## src/rtl/core/zz3_pkg.sv

```systemverilog
// ----------------------------------------------------------------------------
// zz3_pkg: shared types and constants of the 3D zigzag index generator
// Word widths, register indexes, queue depths and the control structs that
// pass between the front queue, the walker, the index unit and the result
// queue.
// ----------------------------------------------------------------------------
package zz3_pkg;

    localparam int MAX_DIM_DEF = 256;
    localparam int CFG_W       = 9;
    localparam int CFG_IDX_W   = 2;
    localparam int IDX_W       = 25;
    localparam int CQ_DEPTH    = 2;
    localparam int RQ_DEPTH    = 4;

    typedef enum logic [CFG_IDX_W-1:0] {
        CFG_DIM_X = 2'd0,
        CFG_DIM_Y = 2'd1,
        CFG_DIM_Z = 2'd2
    } cfg_reg_t;

    typedef enum logic {
        DIR_FWD = 1'b0,
        DIR_BWD = 1'b1
    } dir_t;

    typedef enum logic {
        CMD_NEXT    = 1'b0,
        CMD_RESTART = 1'b1
    } cmd_kind_t;

    typedef enum logic {
        W_IDLE = 1'b0,
        W_WALK = 1'b1
    } walk_state_t;

    typedef struct packed {
        logic      valid;
        cmd_kind_t kind;
    } cmd_t;

    typedef struct packed {
        logic valid;
        logic blank;
        logic last;
    } cand_ctrl_t;

    typedef struct packed {
        logic             valid;
        logic             last;
        logic [IDX_W-1:0] index;
    } res_t;

endpackage

```

## src/rtl/core/zigzag_3d_index_generator.sv

```systemverilog
// ----------------------------------------------------------------------------
// zigzag_3d_index_generator: 3D zigzag scan index generator
// Streams the zigzag scan order of an X by Y by Z volume as 1-based linear
// indices, one result word for each request word.
//
//   channel   direction  handshake            payload
//   request   in         push / full          restart
//   result    out        empty / pop          linear_index, last
//   config    in         cfg_we (no wait)     cfg_index, cfg_data
//
// For each request the walk sequencer skips the out-of-bounds candidates
// before the next in-bounds one; it examines one candidate per cycle and
// sets the rate. The index pipeline holds the word in its s1 and result
// registers before the word reaches the queue.
// Reset sets all dimensions to 1, empties both queues and restarts the walk.
// A full result queue holds back the walker; requests still queue in front.
// ----------------------------------------------------------------------------
module zigzag_3d_index_generator
#(
    parameter int MAX_DIM = zz3_pkg::MAX_DIM_DEF
)
(
    input  logic                           clk,
    input  logic                           rst_n,
    input  logic                           cfg_we,
    input  logic [zz3_pkg::CFG_IDX_W-1:0]  cfg_index,
    input  logic [zz3_pkg::CFG_W-1:0]      cfg_data,
    input  logic                           push,
    input  logic                           restart,
    output logic                           full,
    output logic                           empty,
    input  logic                           pop,
    output logic [zz3_pkg::IDX_W-1:0]      linear_index,
    output logic                           last
);

    localparam int DW  = $clog2(MAX_DIM + 1);
    localparam int CLW = (DW > zz3_pkg::CFG_W) ? DW : zz3_pkg::CFG_W;

    logic [zz3_pkg::CFG_W-1:0] dim_x_reg;
    logic [zz3_pkg::CFG_W-1:0] dim_y_reg;
    logic [zz3_pkg::CFG_W-1:0] dim_z_reg;
    logic [DW-1:0]             dim_x;
    logic [DW-1:0]             dim_y;
    logic [DW-1:0]             dim_z;

    zz3_pkg::cmd_t       cmd;
    logic                take;
    logic                pop_done;
    zz3_pkg::cand_ctrl_t cand;
    logic [DW-1:0]       km1;
    logic [DW-1:0]       jm1;
    logic [DW-1:0]       ii;
    zz3_pkg::res_t       res;

    function automatic logic [DW-1:0] clamp_dim(input logic [zz3_pkg::CFG_W-1:0] v);
        logic [CLW-1:0] ext;
        logic [CLW-1:0] lim;
        ext = CLW'(v);
        lim = CLW'(MAX_DIM);
        priority if (ext == '0)
            return DW'(1);
        else if (ext > lim)
            return lim[DW-1:0];
        else
            return ext[DW-1:0];
    endfunction

    always_ff @(posedge clk or negedge rst_n)
    begin
        if (!rst_n)
        begin
            dim_x_reg <= zz3_pkg::CFG_W'(1);
            dim_y_reg <= zz3_pkg::CFG_W'(1);
            dim_z_reg <= zz3_pkg::CFG_W'(1);
        end
        else if (cfg_we)
        begin
            unique case (cfg_index)
                zz3_pkg::CFG_DIM_X: dim_x_reg <= cfg_data;
                zz3_pkg::CFG_DIM_Y: dim_y_reg <= cfg_data;
                zz3_pkg::CFG_DIM_Z: dim_z_reg <= cfg_data;
                default:            ;
            endcase
        end
    end

    assign dim_x    = clamp_dim(dim_x_reg);
    assign dim_y    = clamp_dim(dim_y_reg);
    assign dim_z    = clamp_dim(dim_z_reg);
    assign pop_done = pop && !empty;

    zz3_front u_front
    (
        .clk     (clk),
        .rst_n   (rst_n),
        .push    (push),
        .restart (restart),
        .full    (full),
        .take    (take),
        .cmd     (cmd)
    );

    zz3_walker #(.MAX_DIM(MAX_DIM)) u_walker
    (
        .clk      (clk),
        .rst_n    (rst_n),
        .dim_x    (dim_x),
        .dim_y    (dim_y),
        .dim_z    (dim_z),
        .cmd      (cmd),
        .take     (take),
        .pop_done (pop_done),
        .cand     (cand),
        .km1      (km1),
        .jm1      (jm1),
        .ii       (ii)
    );

    zz3_index_unit #(.MAX_DIM(MAX_DIM)) u_index
    (
        .clk   (clk),
        .rst_n (rst_n),
        .dim_x (dim_x),
        .dim_y (dim_y),
        .cand  (cand),
        .km1   (km1),
        .jm1   (jm1),
        .ii    (ii),
        .res   (res)
    );

    zz3_result_queue u_result_queue
    (
        .clk          (clk),
        .rst_n        (rst_n),
        .res          (res),
        .pop          (pop),
        .empty        (empty),
        .linear_index (linear_index),
        .last         (last)
    );

endmodule

```

## src/rtl/core/zz3_front.sv

```systemverilog
// ----------------------------------------------------------------------------
// zz3_front: request front end
// Accepts request words, classifies them as restart or next, and holds them
// in a short queue until the walker takes them.
// ----------------------------------------------------------------------------
module zz3_front
(
    input  logic          clk,
    input  logic          rst_n,
    input  logic          push,
    input  logic          restart,
    output logic          full,
    input  logic          take,
    output zz3_pkg::cmd_t cmd
);

    localparam int PW = (zz3_pkg::CQ_DEPTH > 1) ? $clog2(zz3_pkg::CQ_DEPTH) : 1;
    localparam int NW = $clog2(zz3_pkg::CQ_DEPTH + 1);

    zz3_pkg::cmd_kind_t kind_mem [zz3_pkg::CQ_DEPTH];

    logic [PW-1:0] wr_ptr_reg;
    logic [PW-1:0] wr_ptr_next;
    logic [PW-1:0] rd_ptr_reg;
    logic [PW-1:0] rd_ptr_next;
    logic [NW-1:0] count_reg;
    logic [NW-1:0] count_next;
    logic          wr_en;
    logic          rd_en;

    assign full  = (count_reg == NW'(zz3_pkg::CQ_DEPTH));
    assign wr_en = push && !full;
    assign rd_en = take && (count_reg != '0);

    assign cmd.valid = (count_reg != '0);
    assign cmd.kind  = kind_mem[rd_ptr_reg];

    always_comb
    begin
        wr_ptr_next = wr_ptr_reg;
        rd_ptr_next = rd_ptr_reg;
        if (wr_en)
        begin
            wr_ptr_next = (wr_ptr_reg == PW'(zz3_pkg::CQ_DEPTH - 1)) ? '0 : wr_ptr_reg + PW'(1);
        end
        if (rd_en)
        begin
            rd_ptr_next = (rd_ptr_reg == PW'(zz3_pkg::CQ_DEPTH - 1)) ? '0 : rd_ptr_reg + PW'(1);
        end
        count_next = count_reg + NW'(wr_en) - NW'(rd_en);
    end

    always_ff @(posedge clk or negedge rst_n)
    begin
        if (!rst_n)
        begin
            wr_ptr_reg <= '0;
            rd_ptr_reg <= '0;
            count_reg  <= '0;
        end
        else
        begin
            wr_ptr_reg <= wr_ptr_next;
            rd_ptr_reg <= rd_ptr_next;
            count_reg  <= count_next;
        end
    end

    always_ff @(posedge clk)
    begin
        if (wr_en)
        begin
            kind_mem[wr_ptr_reg] <= restart ? zz3_pkg::CMD_RESTART : zz3_pkg::CMD_NEXT;
        end
    end

endmodule

```

## src/rtl/core/zz3_walker.sv

```systemverilog
// ----------------------------------------------------------------------------
// zz3_walker: zigzag walk sequencer
// Takes one request at a time, steps through candidates one per cycle along
// the serpentine fibers of each plane, skips those outside the volume and
// gives the index unit the first in-bounds one, or a blank word once done.
// ----------------------------------------------------------------------------
module zz3_walker
#(
    parameter int MAX_DIM = zz3_pkg::MAX_DIM_DEF
)
(
    input  logic                          clk,
    input  logic                          rst_n,
    input  logic [$clog2(MAX_DIM+1)-1:0]  dim_x,
    input  logic [$clog2(MAX_DIM+1)-1:0]  dim_y,
    input  logic [$clog2(MAX_DIM+1)-1:0]  dim_z,
    input  zz3_pkg::cmd_t                 cmd,
    output logic                          take,
    input  logic                          pop_done,
    output zz3_pkg::cand_ctrl_t           cand,
    output logic [$clog2(MAX_DIM+1)-1:0]  km1,
    output logic [$clog2(MAX_DIM+1)-1:0]  jm1,
    output logic [$clog2(MAX_DIM+1)-1:0]  ii
);

    localparam int DW  = $clog2(MAX_DIM + 1);
    localparam int LW  = $clog2(3 * MAX_DIM);
    localparam int FW  = LW + 1;
    localparam int CRW = LW + 3;
    localparam int CW  = $clog2(zz3_pkg::RQ_DEPTH + 1);

    localparam logic signed [CRW-1:0] S_ONE = CRW'(1);
    localparam logic signed [CRW-1:0] S_TWO = CRW'(2);
    localparam logic signed [FW:0]    F_ONE = (FW + 1)'(1);

    zz3_pkg::walk_state_t state_reg;
    zz3_pkg::walk_state_t state_next;
    zz3_pkg::dir_t        pdir_reg;
    zz3_pkg::dir_t        pdir_next;
    zz3_pkg::dir_t        fdir_reg;
    zz3_pkg::dir_t        fdir_next;
    logic [LW-1:0]        level_reg;
    logic [LW-1:0]        level_next;
    logic [FW-1:0]        fiber_reg;
    logic [FW-1:0]        fiber_next;
    logic [LW-1:0]        elem_reg;
    logic [LW-1:0]        elem_next;
    logic signed [CRW-1:0] ci_reg;
    logic signed [CRW-1:0] ci_next;
    logic signed [CRW-1:0] cj_reg;
    logic signed [CRW-1:0] cj_next;
    logic                 done_reg;
    logic                 done_next;
    logic [CW-1:0]        inflight_reg;
    logic [CW-1:0]        inflight_next;

    logic [LW-1:0]         end_level;
    logic                  past_end;
    logic signed [CRW-1:0] lvl_s;
    logic signed [CRW-1:0] ck;
    logic signed [CRW-1:0] ckm1;
    logic signed [CRW-1:0] cjm1;
    logic signed [CRW-1:0] xs;
    logic signed [CRW-1:0] ys;
    logic signed [CRW-1:0] zs;
    logic                  in_bounds;
    logic                  corner;
    logic                  credit_ok;

    zz3_pkg::dir_t         adv_pdir;
    zz3_pkg::dir_t         adv_fdir;
    logic [LW-1:0]         adv_level;
    logic [FW-1:0]         adv_fiber;
    logic [LW-1:0]         adv_elem;
    logic signed [CRW-1:0] adv_ci;
    logic signed [CRW-1:0] adv_cj;

    logic [LW-1:0]         elem_inc;
    logic signed [FW:0]    fsum;
    logic signed [FW:0]    two_l_m1;
    logic signed [CRW-1:0] fn_c;
    logic signed [CRW-1:0] lvl_inc_s;
    logic                  plane_end;

    assign end_level = LW'(dim_x) + LW'(dim_y) + LW'(dim_z) - LW'(2);
    assign past_end  = (level_reg > end_level);
    assign lvl_s     = $signed(CRW'(level_reg));
    assign ck        = lvl_s + S_TWO - ci_reg - cj_reg;
    assign ckm1      = ck - S_ONE;
    assign cjm1      = cj_reg - S_ONE;
    assign xs        = $signed(CRW'(dim_x));
    assign ys        = $signed(CRW'(dim_y));
    assign zs        = $signed(CRW'(dim_z));
    assign in_bounds = (ci_reg >= S_ONE) && (ci_reg <= xs) && (cj_reg >= S_ONE)
                    && (cj_reg <= ys) && (ck >= S_ONE) && (ck <= zs);
    assign corner    = (ci_reg == xs) && (cj_reg == ys) && (ck == zs);
    assign credit_ok = (inflight_reg < CW'(zz3_pkg::RQ_DEPTH));

    assign km1 = ckm1[DW-1:0];
    assign jm1 = cjm1[DW-1:0];
    assign ii  = ci_reg[DW-1:0];

    // step to the next candidate: along the fiber, to the next fiber, or to the next plane
    always_comb
    begin
        elem_inc  = elem_reg + LW'(1);
        fsum      = $signed({1'b0, fiber_reg})
                  + ((pdir_reg == zz3_pkg::DIR_FWD) ? F_ONE : -F_ONE);
        two_l_m1  = $signed({1'b0, level_reg, 1'b0}) - F_ONE;
        plane_end = (fsum < F_ONE) || (fsum > two_l_m1);
        fn_c      = CRW'(fsum);
        lvl_inc_s = lvl_s + S_ONE;

        adv_pdir  = pdir_reg;
        adv_fdir  = fdir_reg;
        adv_level = level_reg;
        adv_fiber = fiber_reg;
        adv_elem  = elem_inc;
        adv_ci    = (fdir_reg == zz3_pkg::DIR_FWD) ? ci_reg - S_ONE : ci_reg + S_ONE;
        adv_cj    = (fdir_reg == zz3_pkg::DIR_FWD) ? cj_reg - S_ONE : cj_reg + S_ONE;

        if (elem_inc > level_reg)
        begin
            adv_elem = LW'(1);
            if (plane_end)
            begin
                adv_level = level_reg + LW'(1);
                adv_fdir  = zz3_pkg::DIR_FWD;
                if (pdir_reg == zz3_pkg::DIR_FWD)
                begin
                    adv_pdir  = zz3_pkg::DIR_BWD;
                    adv_fiber = {level_reg, 1'b1};
                    adv_ci    = S_ONE;
                    adv_cj    = lvl_inc_s;
                end
                else
                begin
                    adv_pdir  = zz3_pkg::DIR_FWD;
                    adv_fiber = FW'(1);
                    adv_ci    = lvl_inc_s;
                    adv_cj    = S_ONE;
                end
            end
            else
            begin
                adv_fiber = fsum[FW-1:0];
                if (fdir_reg == zz3_pkg::DIR_BWD)
                begin
                    adv_fdir = zz3_pkg::DIR_FWD;
                    adv_ci   = lvl_s - (fn_c >>> 1);
                    adv_cj   = lvl_s + S_ONE - (lvl_s - (fn_c >>> 1));
                end
                else
                begin
                    adv_fdir = zz3_pkg::DIR_BWD;
                    if (fn_c <= lvl_s)
                    begin
                        adv_ci = lvl_s - fn_c + S_ONE;
                        adv_cj = S_ONE;
                    end
                    else
                    begin
                        adv_ci = S_ONE;
                        adv_cj = fn_c - lvl_s + S_ONE;
                    end
                end
            end
        end
    end

    always_comb
    begin
        state_next = state_reg;
        pdir_next  = pdir_reg;
        fdir_next  = fdir_reg;
        level_next = level_reg;
        fiber_next = fiber_reg;
        elem_next  = elem_reg;
        ci_next    = ci_reg;
        cj_next    = cj_reg;
        done_next  = done_reg;
        take       = 1'b0;
        cand       = '0;

        unique case (state_reg)
            zz3_pkg::W_IDLE:
            begin
                if (cmd.valid && credit_ok)
                begin
                    take       = 1'b1;
                    state_next = zz3_pkg::W_WALK;
                    if (cmd.kind == zz3_pkg::CMD_RESTART)
                    begin
                        pdir_next  = zz3_pkg::DIR_FWD;
                        fdir_next  = zz3_pkg::DIR_FWD;
                        level_next = LW'(1);
                        fiber_next = FW'(1);
                        elem_next  = LW'(1);
                        ci_next    = S_ONE;
                        cj_next    = S_ONE;
                        done_next  = 1'b0;
                    end
                end
            end
            zz3_pkg::W_WALK:
            begin
                priority if (done_reg)
                begin
                    cand.valid = 1'b1;
                    cand.blank = 1'b1;
                    state_next = zz3_pkg::W_IDLE;
                end
                else if (past_end)
                begin
                    cand.valid = 1'b1;
                    cand.blank = 1'b1;
                    cand.last  = 1'b1;
                    done_next  = 1'b1;
                    state_next = zz3_pkg::W_IDLE;
                end
                else
                begin
                    pdir_next  = adv_pdir;
                    fdir_next  = adv_fdir;
                    level_next = adv_level;
                    fiber_next = adv_fiber;
                    elem_next  = adv_elem;
                    ci_next    = adv_ci;
                    cj_next    = adv_cj;
                    if (in_bounds)
                    begin
                        cand.valid = 1'b1;
                        cand.last  = corner;
                        done_next  = corner;
                        state_next = zz3_pkg::W_IDLE;
                    end
                end
            end
        endcase

        inflight_next = inflight_reg + CW'(cand.valid) - CW'(pop_done);
    end

    always_ff @(posedge clk or negedge rst_n)
    begin
        if (!rst_n)
        begin
            state_reg    <= zz3_pkg::W_IDLE;
            pdir_reg     <= zz3_pkg::DIR_FWD;
            fdir_reg     <= zz3_pkg::DIR_FWD;
            level_reg    <= LW'(1);
            fiber_reg    <= FW'(1);
            elem_reg     <= LW'(1);
            ci_reg       <= S_ONE;
            cj_reg       <= S_ONE;
            done_reg     <= 1'b0;
            inflight_reg <= '0;
        end
        else
        begin
            state_reg    <= state_next;
            pdir_reg     <= pdir_next;
            fdir_reg     <= fdir_next;
            level_reg    <= level_next;
            fiber_reg    <= fiber_next;
            elem_reg     <= elem_next;
            ci_reg       <= ci_next;
            cj_reg       <= cj_next;
            done_reg     <= done_next;
            inflight_reg <= inflight_next;
        end
    end

`ifndef SYNTH
    a_take_starts_walk: assert property (@(posedge clk) disable iff (!rst_n)
        take |=> (state_reg == zz3_pkg::W_WALK))
        else $error("walker did not enter walk after taking a request");

    a_issue_ends_walk: assert property (@(posedge clk) disable iff (!rst_n)
        cand.valid |=> (state_reg == zz3_pkg::W_IDLE))
        else $error("walker kept walking after issuing a word");

    a_credit_bound: assert property (@(posedge clk) disable iff (!rst_n)
        (inflight_reg <= CW'(zz3_pkg::RQ_DEPTH)))
        else $error("more words in flight than the result queue holds");
`endif

endmodule

```

## src/rtl/core/zz3_index_unit.sv

```systemverilog
// ----------------------------------------------------------------------------
// zz3_index_unit: linear index pipeline
// Two-stage multiply-add that turns an in-bounds position into its 1-based
// linear index ((k-1)*Y + (j-1))*X + i; a blank word gets index 0.
// ----------------------------------------------------------------------------
module zz3_index_unit
#(
    parameter int MAX_DIM = zz3_pkg::MAX_DIM_DEF
)
(
    input  logic                          clk,
    input  logic                          rst_n,
    input  logic [$clog2(MAX_DIM+1)-1:0]  dim_x,
    input  logic [$clog2(MAX_DIM+1)-1:0]  dim_y,
    input  zz3_pkg::cand_ctrl_t           cand,
    input  logic [$clog2(MAX_DIM+1)-1:0]  km1,
    input  logic [$clog2(MAX_DIM+1)-1:0]  jm1,
    input  logic [$clog2(MAX_DIM+1)-1:0]  ii,
    output zz3_pkg::res_t                 res
);

    localparam int DW = $clog2(MAX_DIM + 1);
    localparam int TW = 2 * DW;
    localparam int IW = zz3_pkg::IDX_W;

    zz3_pkg::cand_ctrl_t s1_ctrl_reg;
    logic [TW-1:0]       s1_t_reg;
    logic [TW-1:0]       s1_t_next;
    logic [DW-1:0]       s1_i_reg;
    zz3_pkg::res_t       res_reg;
    zz3_pkg::res_t       res_next;

    assign s1_t_next = TW'(km1) * TW'(dim_y) + TW'(jm1);

    always_comb
    begin
        res_next.valid = s1_ctrl_reg.valid;
        res_next.last  = s1_ctrl_reg.last;
        res_next.index = s1_ctrl_reg.blank ? '0
                       : IW'(s1_t_reg) * IW'(dim_x) + IW'(s1_i_reg);
    end

    always_ff @(posedge clk or negedge rst_n)
    begin
        if (!rst_n)
        begin
            s1_ctrl_reg <= '0;
            res_reg     <= '0;
        end
        else
        begin
            s1_ctrl_reg <= cand;
            res_reg     <= res_next;
        end
    end

    always_ff @(posedge clk)
    begin
        s1_t_reg <= s1_t_next;
        s1_i_reg <= ii;
    end

    assign res = res_reg;

endmodule

```

## src/rtl/core/zz3_result_queue.sv

```systemverilog
// ----------------------------------------------------------------------------
// zz3_result_queue: result output queue
// Holds finished result words until the consumer pops them, so the walker
// runs ahead of a stalled output.
// ----------------------------------------------------------------------------
module zz3_result_queue
(
    input  logic                       clk,
    input  logic                       rst_n,
    input  zz3_pkg::res_t              res,
    input  logic                       pop,
    output logic                       empty,
    output logic [zz3_pkg::IDX_W-1:0]  linear_index,
    output logic                       last
);

    localparam int PW = (zz3_pkg::RQ_DEPTH > 1) ? $clog2(zz3_pkg::RQ_DEPTH) : 1;
    localparam int NW = $clog2(zz3_pkg::RQ_DEPTH + 1);

    logic [zz3_pkg::IDX_W-1:0] idx_mem  [zz3_pkg::RQ_DEPTH];
    logic                      last_mem [zz3_pkg::RQ_DEPTH];

    logic [PW-1:0] wr_ptr_reg;
    logic [PW-1:0] wr_ptr_next;
    logic [PW-1:0] rd_ptr_reg;
    logic [PW-1:0] rd_ptr_next;
    logic [NW-1:0] count_reg;
    logic [NW-1:0] count_next;
    logic          rd_en;

    assign empty        = (count_reg == '0);
    assign rd_en        = pop && !empty;
    assign linear_index = idx_mem[rd_ptr_reg];
    assign last         = last_mem[rd_ptr_reg];

    always_comb
    begin
        wr_ptr_next = wr_ptr_reg;
        rd_ptr_next = rd_ptr_reg;
        if (res.valid)
        begin
            wr_ptr_next = (wr_ptr_reg == PW'(zz3_pkg::RQ_DEPTH - 1)) ? '0 : wr_ptr_reg + PW'(1);
        end
        if (rd_en)
        begin
            rd_ptr_next = (rd_ptr_reg == PW'(zz3_pkg::RQ_DEPTH - 1)) ? '0 : rd_ptr_reg + PW'(1);
        end
        count_next = count_reg + NW'(res.valid) - NW'(rd_en);
    end

    always_ff @(posedge clk or negedge rst_n)
    begin
        if (!rst_n)
        begin
            wr_ptr_reg <= '0;
            rd_ptr_reg <= '0;
            count_reg  <= '0;
        end
        else
        begin
            wr_ptr_reg <= wr_ptr_next;
            rd_ptr_reg <= rd_ptr_next;
            count_reg  <= count_next;
        end
    end

    always_ff @(posedge clk)
    begin
        if (res.valid)
        begin
            idx_mem[wr_ptr_reg]  <= res.index;
            last_mem[wr_ptr_reg] <= res.last;
        end
    end

`ifndef SYNTH
    a_no_overflow: assert property (@(posedge clk) disable iff (!rst_n)
        res.valid |-> (count_reg < NW'(zz3_pkg::RQ_DEPTH)))
        else $error("result word written into a full queue");
`endif

endmodule
```

## config.mk

```make
export PLATFORM = sky130hd
export DESIGN_NAME = zigzag_3d_index_generator
export DESIGN_NICKNAME = d
export VERILOG_FILES = /design/src/rtl/core/zz3_pkg.sv /design/src/rtl/core/zigzag_3d_index_generator.sv /design/src/rtl/core/zz3_front.sv /design/src/rtl/core/zz3_walker.sv /design/src/rtl/core/zz3_index_unit.sv /design/src/rtl/core/zz3_result_queue.sv
export SDC_FILE = /design/constraint.sdc
export NUM_CORES = 1
export LEC_CHECK = 0
export BUFFER_PORTS_ARGS = -buffer_cell sky130_fd_sc_hd__buf_2
export CORE_UTILIZATION = 45
export CTS_BUF_LIST = sky130_fd_sc_hd__clkbuf_4 sky130_fd_sc_hd__clkbuf_8
export CTS_CLUSTER_DIAMETER = 40
export DETAILED_ROUTE_END_ITERATION = 10
export SYNTH_ARGS = -nofsm -noshare
export SYNTH_HDL_FRONTEND = slang
export SYNTH_SLANG_ARGS = --single-unit
```

## constraint.sdc

```tcl
create_clock -name clk -period 11.4 [get_ports clk]
set_clock_uncertainty 0.2 [all_clocks]
set_input_delay 1.14 -clock clk [delete_from_list [all_inputs] [get_ports clk]]
set_output_delay 1.14 -clock clk [all_outputs]
set_load 0.005 [all_outputs]
```

-- Word level (Yosys, flattened, before mapping)
Memories as Yosys holds them, arrays and structs flattened.
Cells that the tools add are included.
- register bits after elaboration: 159
- RAM bits: 106
- bits of input ports: 17
- word-level logic and storage cells: 209
- memories: 3
- add/sub/neg operators: 34
- $mul: 2
- $lt $le $gt $ge: 15
- equality and inequality tests: 14
- mux-type cells: 86
- bitwise logic cells: 1
- reduce and logical (&&, ||, !) cells: 27
- memory list (name ; words ; bits a word ; read ports ; clocked after Yosys merged registers in ; write ports ; line ; RTL):
    u_result_queue.idx_mem ; 4 ; 25 ; 1 ; 0 ; 1 ; zz3_result_queue.sv:20 ; logic [zz3_pkg::IDX_W-1:0] idx_mem [zz3_pkg::RQ_DEPTH];
    u_result_queue.last_mem ; 4 ; 1 ; 1 ; 0 ; 1 ; zz3_result_queue.sv:21 ; logic last_mem [zz3_pkg::RQ_DEPTH];
    u_front.kind_mem ; 2 ; 1 ; 1 ; 0 ; 1 ; zz3_front.sv:20 ; zz3_pkg::cmd_kind_t kind_mem [zz3_pkg::CQ_DEPTH];
- operators by type and width (operator ; count):
    13-bit 2-to-1 mux ; 18
    10-bit 2-to-1 mux ; 9
    11-bit 2-to-1 mux ; 7
    9-bit 2-to-1 mux ; 6
    13-bit by 2-bit adder with 13-bit output, second input constant ; 4
    13-bit one-hot mux with 2 select lines ; 2
    10-bit one-hot mux with 2 select lines ; 2
    13-bit by 10-bit == test with 1-bit output ; 3
    13-bit by 2-bit >= comparator with 1-bit output, second input constant ; 3
    13-bit by 10-bit <= comparator with 1-bit output ; 3
    13-bit subtractor ; 3
    1-bit 2-to-1 mux ; 31
    9-bit > comparator, second input constant ; 3
    9-bit logical NOT ; 3
    13-bit by 2-bit subtractor with 13-bit output, second input constant ; 2
    25-bit by 9-bit adder with 25-bit output ; 1
    18-bit by 9-bit multiplier with 25-bit output ; 1
    25-bit 2-to-1 mux ; 1
    11-bit one-hot mux with 2 select lines ; 1
    10-bit by 1-bit adder with 10-bit output, second input constant ; 2
    10-bit > comparator ; 2
    18-bit by 9-bit adder with 18-bit output ; 1
    9-bit by 9-bit multiplier with 18-bit output ; 1
    11-bit by 12-bit subtractor with 13-bit output ; 1
    other kinds (39) ; 69

-- Depth between registers and ports, before layout
Gate-level depths: netlist of run 1.
- depth in word-level cells: 15
- depth in mapped cells: 33
- mapped depth without buffers: 33

-- By module
From an unflattened synthesis of run 1, not the netlist that was laid out.
- cell total of the unflattened synthesis: 2617
- area, all modules: 26080.0 sq um
- by module, submodules not included (module ; instances ; cells an instance ; area each (sq um) ; seq. area each (sq um)):
    zz3_walker ; 1 ; 1325 ; 10665.2 ; 1607.8
    zz3_index_unit ; 1 ; 1000 ; 9560.4 ; 1291.2
    zz3_result_queue ; 1 ; 173 ; 4217.8 ; 3298.2
    zigzag_3d_index_generator ; 1 ; 98 ; 1360.1 ; 679.4
    zz3_front ; 1 ; 21 ; 276.5 ; 160.2

-- Worst setup path before layout of run 1
No wires, ideal clock.
- path type: reg-to-reg
- start point: register u_walker.ci_reg[0]
- end point: register u_index.s1_t_reg[17]
- arrival: 7.755 ns
- data required time: 11.128 ns
- path slack: 3.373 ns
- stages on the path, launching flop included: 30
- buffers on the path: 0
- path through: dfstp_2 > inv_1 > fa_1 > ha_1 > nor2_1 > fa_1 > nand2b_1 > a21boi_1 > o21a_1 > nor2_1 > or3_1 > or3_1 > xor2_1 > nand2b_1 > fa_1 > inv_1 > fa_1 > inv_1 > fa_1 > inv_1 > fa_1 > inv_1 > fa_1 > inv_1 > ha_1 > o41ai_2 > o2111ai_1 > a31o_2 > a21oi_1 > xnor2_1
- word-level cells in the longest chain between the ends: 5
- RTL lines (what ; line ; RTL):
    start: declaration ; zz3_walker.sv:48 ; logic signed [CRW-1:0] ci_reg;
    start signal: assignment ; zz3_walker.sv:267 ; ci_reg <= ci_next;
    13-bit subtractor (2 in a row) ; zz3_walker.sv:88 ; assign ck = lvl_s + S_TWO - ci_reg - cj_reg;
    9-bit by 2-bit subtractor with 9-bit output ; zz3_walker.sv:89 ; assign ckm1 = ck - S_ONE;
    9-bit by 9-bit multiplier with 18-bit output ; zz3_index_unit.sv:33 ; assign s1_t_next = TW'(km1) * TW'(dim_y) + TW'(jm1);
    18-bit by 9-bit adder with 18-bit output ; zz3_index_unit.sv:33 ;
    via u_index.s1_t_next[17] ; zz3_index_unit.sv:28 ; logic [TW-1:0] s1_t_next;
    end signal: assignment ; zz3_index_unit.sv:59 ; s1_t_reg <= s1_t_next;
    end: declaration ; zz3_index_unit.sv:27 ; logic [TW-1:0] s1_t_reg;
The timed path passes the listed nets, and every way through them passes these cells.
A chain may end at the register's enable or synchronous reset.

-- Final worst setup path of run 1
- start point: register u_walker.level_reg[1]
- end point: register u_index.s1_t_reg[17]
- word-level cells in the longest chain between the ends: 6
- RTL lines (what ; line ; RTL):
    start: declaration ; zz3_walker.sv:42 ; logic [LW-1:0] level_reg;
    start signal: assignment ; zz3_walker.sv:264 ; level_reg <= level_next;
    10-bit by 2-bit adder with 11-bit output ; zz3_walker.sv:88 ;
    13-bit subtractor (2 in a row) ; zz3_walker.sv:88 ;
    9-bit by 2-bit subtractor with 9-bit output ; zz3_walker.sv:89 ;
    9-bit by 9-bit multiplier with 18-bit output ; zz3_index_unit.sv:33 ;
    18-bit by 9-bit adder with 18-bit output ; zz3_index_unit.sv:33 ;
    via u_index.s1_t_next[17] ; zz3_index_unit.sv:28 ;
The timed path passes the listed nets, and every way through them passes these cells.

==> impl_metrics.tcl, run 1 <==
set metrics [dict create \
    status "complete, no violations" \
    rsz0062_at_grt "false" \
    async_reset_ff_frac 0.498 \
    finalMaxSlewViolations 0 \
    synth_ff_type "dfrtp_1" \
    setup-tns-final_ns 0 \
    fp.coreArea_um2 56400 \
    hold_viol_final 0 \
    worst_slack_ns 2.15 \
    finalCritPeriodShare 0.811 \
    die_w_um 241 \
    io_pins 45 \
    max_stage_delay_ns 0.63 \
    grt_max_degree 72 \
    portBuffers 44 \
    muxShareOfSynthArea 0.0447 \
    drt_wl_total_um 70400 \
    final_nets 3197 \
    drt_iter0_drc 1165 \
    ys_types 84 \
    worstPathArrival_ns 9.54 \
    hold_class "flip-flop to flip-flop" \
    cts_tree "built" \
    wire_per_inst_um 20.3 \
    hold_buffers 0 \
    fin_area_um2 28100 \
    relSlewSlack 0.269 \
    synth-seq-cells 265 \
    synth_xor_area_frac 0.0525 \
    synth-simple-area-share 0.140 \
    drc 0 \
    areaGrowthSynthToFinish_pct 9.40 \
    fillCellCount 5283 \
    setup_viol 0 \
    required_ns 11.69 \
    antenna_left 0 \
    firstDrtPassIters 5 \
    clockRootBuffer "clkbuf_8" \
    cts_resized 0 \
    clock-sinks 265 \
    antenna_cells 0 \
    worstPathCellList "inv_1 -> ha_1 -> fa_1 -> ha_1 -> xor2_1 -> nand3_1 -> or3_1 -> or3_1 -> xor2_1 -> nand2b_1 -> fa_1 -> inv_1 -> fa_1 -> fa_1 -> fa_1 -> inv_1 -> fa_1 -> inv_1 -> ha_1 -> o41ai_2 -> o2111ai_1 -> a31o_2 -> a21oi_1 -> xnor2_1" \
    post_dp_cell_area_um2 26700 \
    clk_latency_ns 0.63 \
    rows 87 \
    cpMostUsedCell "fa_1" \
    ctsHtreeMaxLevel 2 \
    worstMarginPinSlew_ns 1.09 \
    dp_hpwl_um 55000 \
    pre_cts_ws_ns 2.24 \
    hold_slack_ns 0.175 \
    critPathSlowestCell "dfrtp_1" \
    vias 19400 \
    start_util 0.455 \
    worstPathMaxFanout 11 \
    path_class "flip-flop to flip-flop" \
    die-area_um2 58000 \
    largest_reg_flops 100 \
    synthesis.nets 3156 \
    path_clk_slew_ns 0.06 \
    yosys-top-cells-area "fa_1, ha_1, edfxtp_1" \
    period_needed_ns 9.25 \
    grt_pass1_wl_um 112000 \
    synth_top_family_by_area "adder cells" \
    endpoint_kind "flip-flop" \
    synth_cells 2631 \
    gr-usage-all-layers 0.251 \
    multi_input_area_um2 17000 \
    fmax_ghz 0.108 \
    place_congestion 0.931 \
    die_h_um 241 \
    grt_pass1_vias 20000 \
    synth_compound_area_frac 0.118 \
    synth_enable_flop_cells 106 \
    synth_top_area_frac 0.160 \
    syn-cell-area_um2 25700 \
    max-cap-violations 0 \
    cts_buffers 53 \
    synth_top_area_cell "fa_1" \
    via_per_inst 5.60 \
    startpoint_type "flip-flop" \
    yosys_warnings 0 \
    antenna_found_initial 0 \
    gr-total-overflow 0 \
    ys_seq_area_frac 0.274 \
    cts_buffer_depth 3 \
    synthAdderAreaFrac 0.308 \
    layout-drive-gt1-share 0.100 \
    regArea_um2 7040 \
    postCtsSetupRepairBufs 0 \
    avgSynthCellArea_um2 9.76 \
]
==> Yosys cell counts (9+ instances only) <==
master,number
o21ai_0,97
fa_1,205
nor3_1,49
nand2_1,265
nand4_1,29
o31ai_1,11
ha_1,303
nor4_1,13
a22o_1,10
nor2_1,174
a21o_1,41
a21oi_1,100
a31o_2,10
a221oi_1,11
o21bai_1,19
and3_1,20
inv_1,323
or3_1,19
buf_1,21
edfxtp_1,106
mux4_2,26
mux2_2,32
clkbuf_1,64
xor2_1,42
o21a_1,19
a2111oi_0,9
o211ai_1,13
a211oi_1,9
dfxtp_1,27
nor2b_1,39
nand3_1,39
dfrtp_1,124
nand2b_1,25
and2_1,47
a31oi_1,20
o221ai_1,10
mux2i_1,20
xnor2_1,110
==> area by class of cell <==
| class | instances | share of cell area |
|---|---|---|
| inverters | 327 | 0.0437 |
| well taps | 756 | 0.0337 |
| multi-input cells | 1947 | 0.606 |
| clock inverters | 33 | 0.0182 |
| clock buffers | 65 | 0.0305 |
| repair buffers | 78 | 0.0172 |
| flip-flops and latches | 265 | 0.251 |
==> worst max-delay path, delay by kind of cell (launching register included) <==
family / cells / cell delay (ns)
AO/OA/AOI/OAI: 4 / 1.32
AND/OR/NAND/NOR: 4 / 1.27
XOR/XNOR: 3 / 1.17
buffers and inverters: 4 / 0.55
flip-flops: 1 / 0.63
adder cells (fa/ha/maj): 9 / 3.99
==> cell usage in the layout (no fill, tap or decap), types with 11 or more instances in the layout <==
cell type  Yosys  layout
a21oi_1      100     100
dfxtp_1       27      27
and3_1        20      20
o21a_1        19      19
nand3_1       39      39
dfrtp_1      124     123
a221oi_1      11      11
nand2b_1      25      25
or3_1         19      19
nor4_1        13      13
bufinv_16      0      12
mux4_2        26      26
fa_1         205     205
nand4_1       29      29
nor3_1        49      48
clkbuf_8       0      59
ha_1         303     303
xnor2_1      110     110
o211ai_1      13      13
and2_1        47      47
nor2_1       174     173
a21o_1        41      41
nor2b_1       39      38
xor2_1        42      42
buf_4          0      34
o21ai_0       97      97
nand2_1      265     265
o21bai_1      19      19
mux2i_1       20      20
mux2_2        32      32
inv_1        323     323
a31oi_1       20      20
edfxtp_1     106     106
buf_2          2      43
o31ai_1       11      11
==> stage by stage <==
step,utilization,cells
3_3_place_gp,0.474,3373
3_5_place_dp,0.474,3373
6_report,0.498,3471
5_1_grt,0.498,3471
2_1_floorplan,-,2631
4_1_cts,0.498,3471
==> final timing paths <==
check                                      startpoint                    to  slack, ns  cells past startpoint
max in group asynchronous                       rst_n   u_walker.cj_reg[10]       9.24                      2
worst min-delay path             u_index.res_next[25]       u_index.res[25]       0.17                      0
worst max-delay path            u_walker.level_reg[1]  u_index.s1_t_reg[17]       2.15                     24
worst min register to register   u_index.res_next[25]       u_index.res[25]       0.17                      0
min in group asynchronous                       rst_n       u_index.res[21]       0.26                      1
worst max register to register  u_walker.level_reg[1]  u_index.s1_t_reg[17]       2.15                     24
==> per-layer routing <==
layer  wire, µm  track usage  up-vias
met2      34700        0.433      503
met5          0            0        -
li1           -            -     9142
met1      30100        0.320     9685
met3       3460       0.0343      119
met4       2190       0.0869        0
==> logic make-up after synthesis <==
kind of cell    Yosys count
simple gates            757
compound gates          451
fa+ha+maj               508
flops                   265
buf+inv                 419
xor+xnor                153
mux                      78
Power of run 1 is not shown: default switching activity piles up to over one toggle a cycle in this logic, so the estimate is an artifact.
==> run 2: changes to the inputs <==
- clock period: 11.4 -> 8.2 ns (I/O delays scaled with it)
==> run 2 against run 1 <==
Fmax increased by 17%. Routed wire length increased by 2.0%. Utilization increased by 0.50 points. Critical path depth increased by 7. Non-clock buffer count increased by 48. Critical path type unchanged. Register-to-register slack got worse by 1.8 ns. Die area unchanged. First-iteration DRC count increased by 25%.
==> impl_metrics.tcl, run 2 (same netlist as run 1, synthesis figures left out) <==
set metrics [dict create \
    status "complete, no violations" \
    layout-drive-gt1-share 0.121 \
    relSlewSlack 0.249 \
    cts_buffers 52 \
    gr-total-overflow 0 \
    cts_buffer_depth 3 \
    ctsHtreeMaxLevel 2 \
    drc 0 \
    drt_wl_total_um 71800 \
    path_buf_inv 6 \
    grt_pass1_vias 20500 \
    antenna_left 0 \
    largest_reg_flops 100 \
    hold_class "flip-flop to flip-flop" \
    grt_max_degree 73 \
    worst_slack_ns 0.306 \
    io_pins 45 \
    critPathSlowestCell "fa_1" \
    die-area_um2 58000 \
    setup_viol 0 \
    via_per_inst 5.65 \
    portBuffers 44 \
    clk_latency_ns 0.63 \
    endpoint_kind "flip-flop" \
    fmax_ghz 0.127 \
    fp.coreArea_um2 56400 \
    dp_hpwl_um 56500 \
    clock-sinks 265 \
    hp-start "u_index.res_next[25]" \
    final_nets 3244 \
    cpMostUsedCell "fa_1" \
    fin_util 0.503 \
    startpoint_type "flip-flop" \
    worstMarginPinSlew_ns 1.12 \
    path_clk_slew_ns 0.06 \
    hold_viol_final 0 \
    pre_cts_ws_ns 0.0162 \
    antenna_found_initial 1 \
    layout_common_cells "inv_1, ha_1, nand2_1" \
    path_class "flip-flop to flip-flop" \
    die_h_um 241 \
    cts_tree "built" \
    critPathTopFamily "adder cells" \
    post_dp_cell_area_um2 27000 \
    fin_area_um2 28400 \
    place_congestion 0.930 \
    clockRootBuffer "clkbuf_8" \
    gr-usage-all-layers 0.255 \
    max-cap-violations 0 \
    antenna_cells 0 \
    drt_iter0_drc 1451 \
    grt_pass1_wl_um 114000 \
    finalCritPeriodShare 0.963 \
    worstPathMaxFanout 4 \
    startpoint "u_walker.ci_reg[0]" \
    required_ns 8.55 \
    areaGrowthSynthToFinish_pct 10.5 \
    start_util 0.455 \
    final_common_cell "inv_1" \
    period_needed_ns 7.89 \
    firstDrtPassIters 5 \
    wire_per_inst_um 20.4 \
    max_stage_delay_ns 0.56 \
    timing.rr.start "u_walker.ci_reg[0]" \
    rows 87 \
    fillCellCount 5258 \
    die_w_um 241 \
    vias 19900 \
    setup-tns-final_ns 0 \
    finalMaxSlewViolations 0 \
    worstPathArrival_ns 8.25 \
]
run 2: path summary, 6_finish.rpt:
path / slack (ns) / endpoint / cells after the start
worst min register to register: 0.15 / u_index.res[25] / 0
worst max-delay path: 0.31 / u_index.s1_t_reg[17] / 31
min in group asynchronous: 0.58 / u_index.res[23] / 2
worst min-delay path: 0.15 / u_index.res[25] / 0
worst max register to register: 0.31 / u_index.s1_t_reg[17] / 31
max in group asynchronous: 5.71 / u_walker.level_reg[2] / 3
run 2: area by class of cell:
cell class / instances / area, µm² / share of cell area
timing repair buffer: 126 / 845 / 0.0298
clock buffer: 77 / 922 / 0.0325
multi-input combinational: 1947 / 17100 / 0.604
tap: 756 / 946 / 0.0334
sequential: 265 / 7040 / 0.248
clock inverter: 21 / 255 / 0.00900
inverter: 327 / 1230 / 0.0433
run 2: routing by layer:
layer / routed length, µm / GRT usage / up-vias
met5: 13 / 0 / -
met4: 2090 / 0.0852 / 2
met3: 3550 / 0.0296 / 124
met2: 34900 / 0.439 / 597
met1: 31300 / 0.332 / 9944
li1: - / - / 9225
run 2: per-stage QoR:
stage                     std cells  hold slack [ns]
after global placement         3418            0.136
after detailed placement       3418            0.137
after floorplan                2631            0.131
after CTS                      3517            0.150
final                          3519            0.147
after global routing           3519            0.167
run 2: what timing repair did:
item | in CTS | in global routing
buffers inserted | 0 | 2
hold buffers | 1 | 0
resized for setup | 1 | 19
setup endpoints to repair | 1 | 5
endpoints found under the hold margin | 30 | 0
pin swaps | 0 | 3
Power of run 2 is left out for the same reason.
==> run 3: changes to the inputs <==
- CTS_BUF_LIST: sky130_fd_sc_hd__clkbuf_4 sky130_fd_sc_hd__clkbuf_8 -> sky130_fd_sc_hd__clkbuf_16
==> run 3 against run 2 <==
The flow now finishes with violations (hold timing). Worst setup slack worse by 0.013 ns. Final area is 1.1% higher. Non-clock buffer count is 1 lower. Register-to-register slack hardly changed. Cell count is 0.43% lower. Largest cell class unchanged.
==> impl_metrics.tcl, run 3 (same netlist as run 1, synthesis figures left out) <==
set metrics [dict create \
    layout_common_cells "inv_1, ha_1, nand2_1" \
    antenna_found_initial 0 \
    clk_latency_ns 0.60 \
    path_clk_slew_ns 0.06 \
    drc 0 \
    fin_area_um2 28700 \
    endpoint_kind "flip-flop" \
    grt_max_degree 73 \
    clockRootBuffer "clkbuf_16" \
    dp.cells 3418 \
    finalMaxSlewViolations 0 \
    die-area_um2 58000 \
    setup_viol 0 \
    io_pins 45 \
    die_w_um 241 \
    firstDrtPassIters 6 \
    status "finished, violations left" \
    grt_pass1_vias 20600 \
    vias 19900 \
    portBuffers 44 \
    hold_slack_ns -0.00723 \
    die_h_um 241 \
    worstPathMaxFanout 4 \
    period_needed_ns 7.91 \
    worst_slack_ns 0.293 \
    post_dp_cell_area_um2 27000 \
    violations "hold timing" \
    max-cap-violations 0 \
    hold_class "primary input to async pin" \
    reg2reg_setup_slack_ns 0.29 \
    worstMarginPinSlew_ns 1.14 \
    cpMostUsedCell "fa_1" \
    relSlewSlack 0.238 \
    pre_cts_ws_ns 0.0162 \
    final_common_cell "inv_1" \
    rows 87 \
    place_congestion 0.930 \
    critPathSlowestCell "fa_1" \
    max_stage_delay_ns 0.56 \
    startpoint_type "flip-flop" \
    final_nets 3236 \
    critPathTopFamily "adder cells" \
    path_class "flip-flop to flip-flop" \
    antenna_left 0 \
    via_per_inst 5.68 \
    antenna_cells 0 \
    drt_wl_total_um 72300 \
    gr-total-overflow 0 \
    start_util 0.455 \
    hold_viol_final 2 \
    fmax_ghz 0.126 \
    gr-usage-all-layers 0.257 \
    setup-tns-final_ns 0 \
    worstPathArrival_ns 8.24 \
    drt_iter0_drc 1435 \
    wire_per_inst_um 20.6 \
    hold_buffers 0 \
    clock-sinks 265 \
    cts_buffers 45 \
    required_ns 8.53 \
    path_buf_inv 6 \
    largest_reg_flops 100 \
    layout-drive-gt1-share 0.112 \
    layoutNonFillerInstCount 3504 \
    cts_buffer_depth 3 \
    finalCritPeriodShare 0.964 \
    fp.coreArea_um2 56400 \
    ctsHtreeMaxLevel 2 \
    dp_hpwl_um 56500 \
    grt_pass1_wl_um 114000 \
    areaGrowthSynthToFinish_pct 11.7 \
    cts_tree "built" \
]
-- run 3: cell types whose count changed in the layout (fill, tap and decap cells not counted), sizes merged --
cell,change
clkbuf,-32
inv,+16
clkinv,+3
bufinv,-2
clkinvlp,+1
dlygate4sd3,-1
-- run 3: path summary, 6_finish.rpt --
kind | startpoint | endpoint | depth (start not counted)
worst max-delay path | u_walker.ci_reg[0] | u_index.s1_t_reg[17] | 31
worst min-delay path | rst_n | u_index.res[23] | 1
worst max register to register | u_walker.ci_reg[0] | u_index.s1_t_reg[17] | 31
worst min register to register | u_index.res_next[25] | u_index.res[25] | 0
max in group asynchronous | rst_n | u_walker.level_reg[2] | 2
min in group clk | u_index.res_next[25] | u_index.res[25] | 0
-- run 3: layout make-up --
class,count,area (µm²)
clock inverters,39,384
well taps,756,946
clock buffers,45,1130
fillers,5207,27700
flip-flops and latches,265,7040
repair buffers,125,835
inverters,327,1230
multi-input cells,1947,17100
-- run 3: stage by stage --
step,hold slack [ns],util
after floorplan,0.131,-
after global placement,0.136,0.480
after detailed placement,0.137,0.480
after CTS,0.0117,0.506
after global routing,0.0404,0.508
final,-0.00723,0.508
-- run 3: layer usage --
layer / share of wire / up-vias / track usage
li1: - / 9205 / -
met1: 0.44 / 10000 / 0.335
met2: 0.49 / 556 / 0.442
met3: 0.045 / 135 / 0.0279
met4: 0.031 / 0 / 0.0896
met5: 0 / - / 0
-- run 3: timing repair --
item | 4_1_cts | 5_1_grt
setup buffers | 0 | 2
setup endpoints to repair | 0 | 4
resized for setup | 0 | 17
Power of run 3 is left out for the same reason.
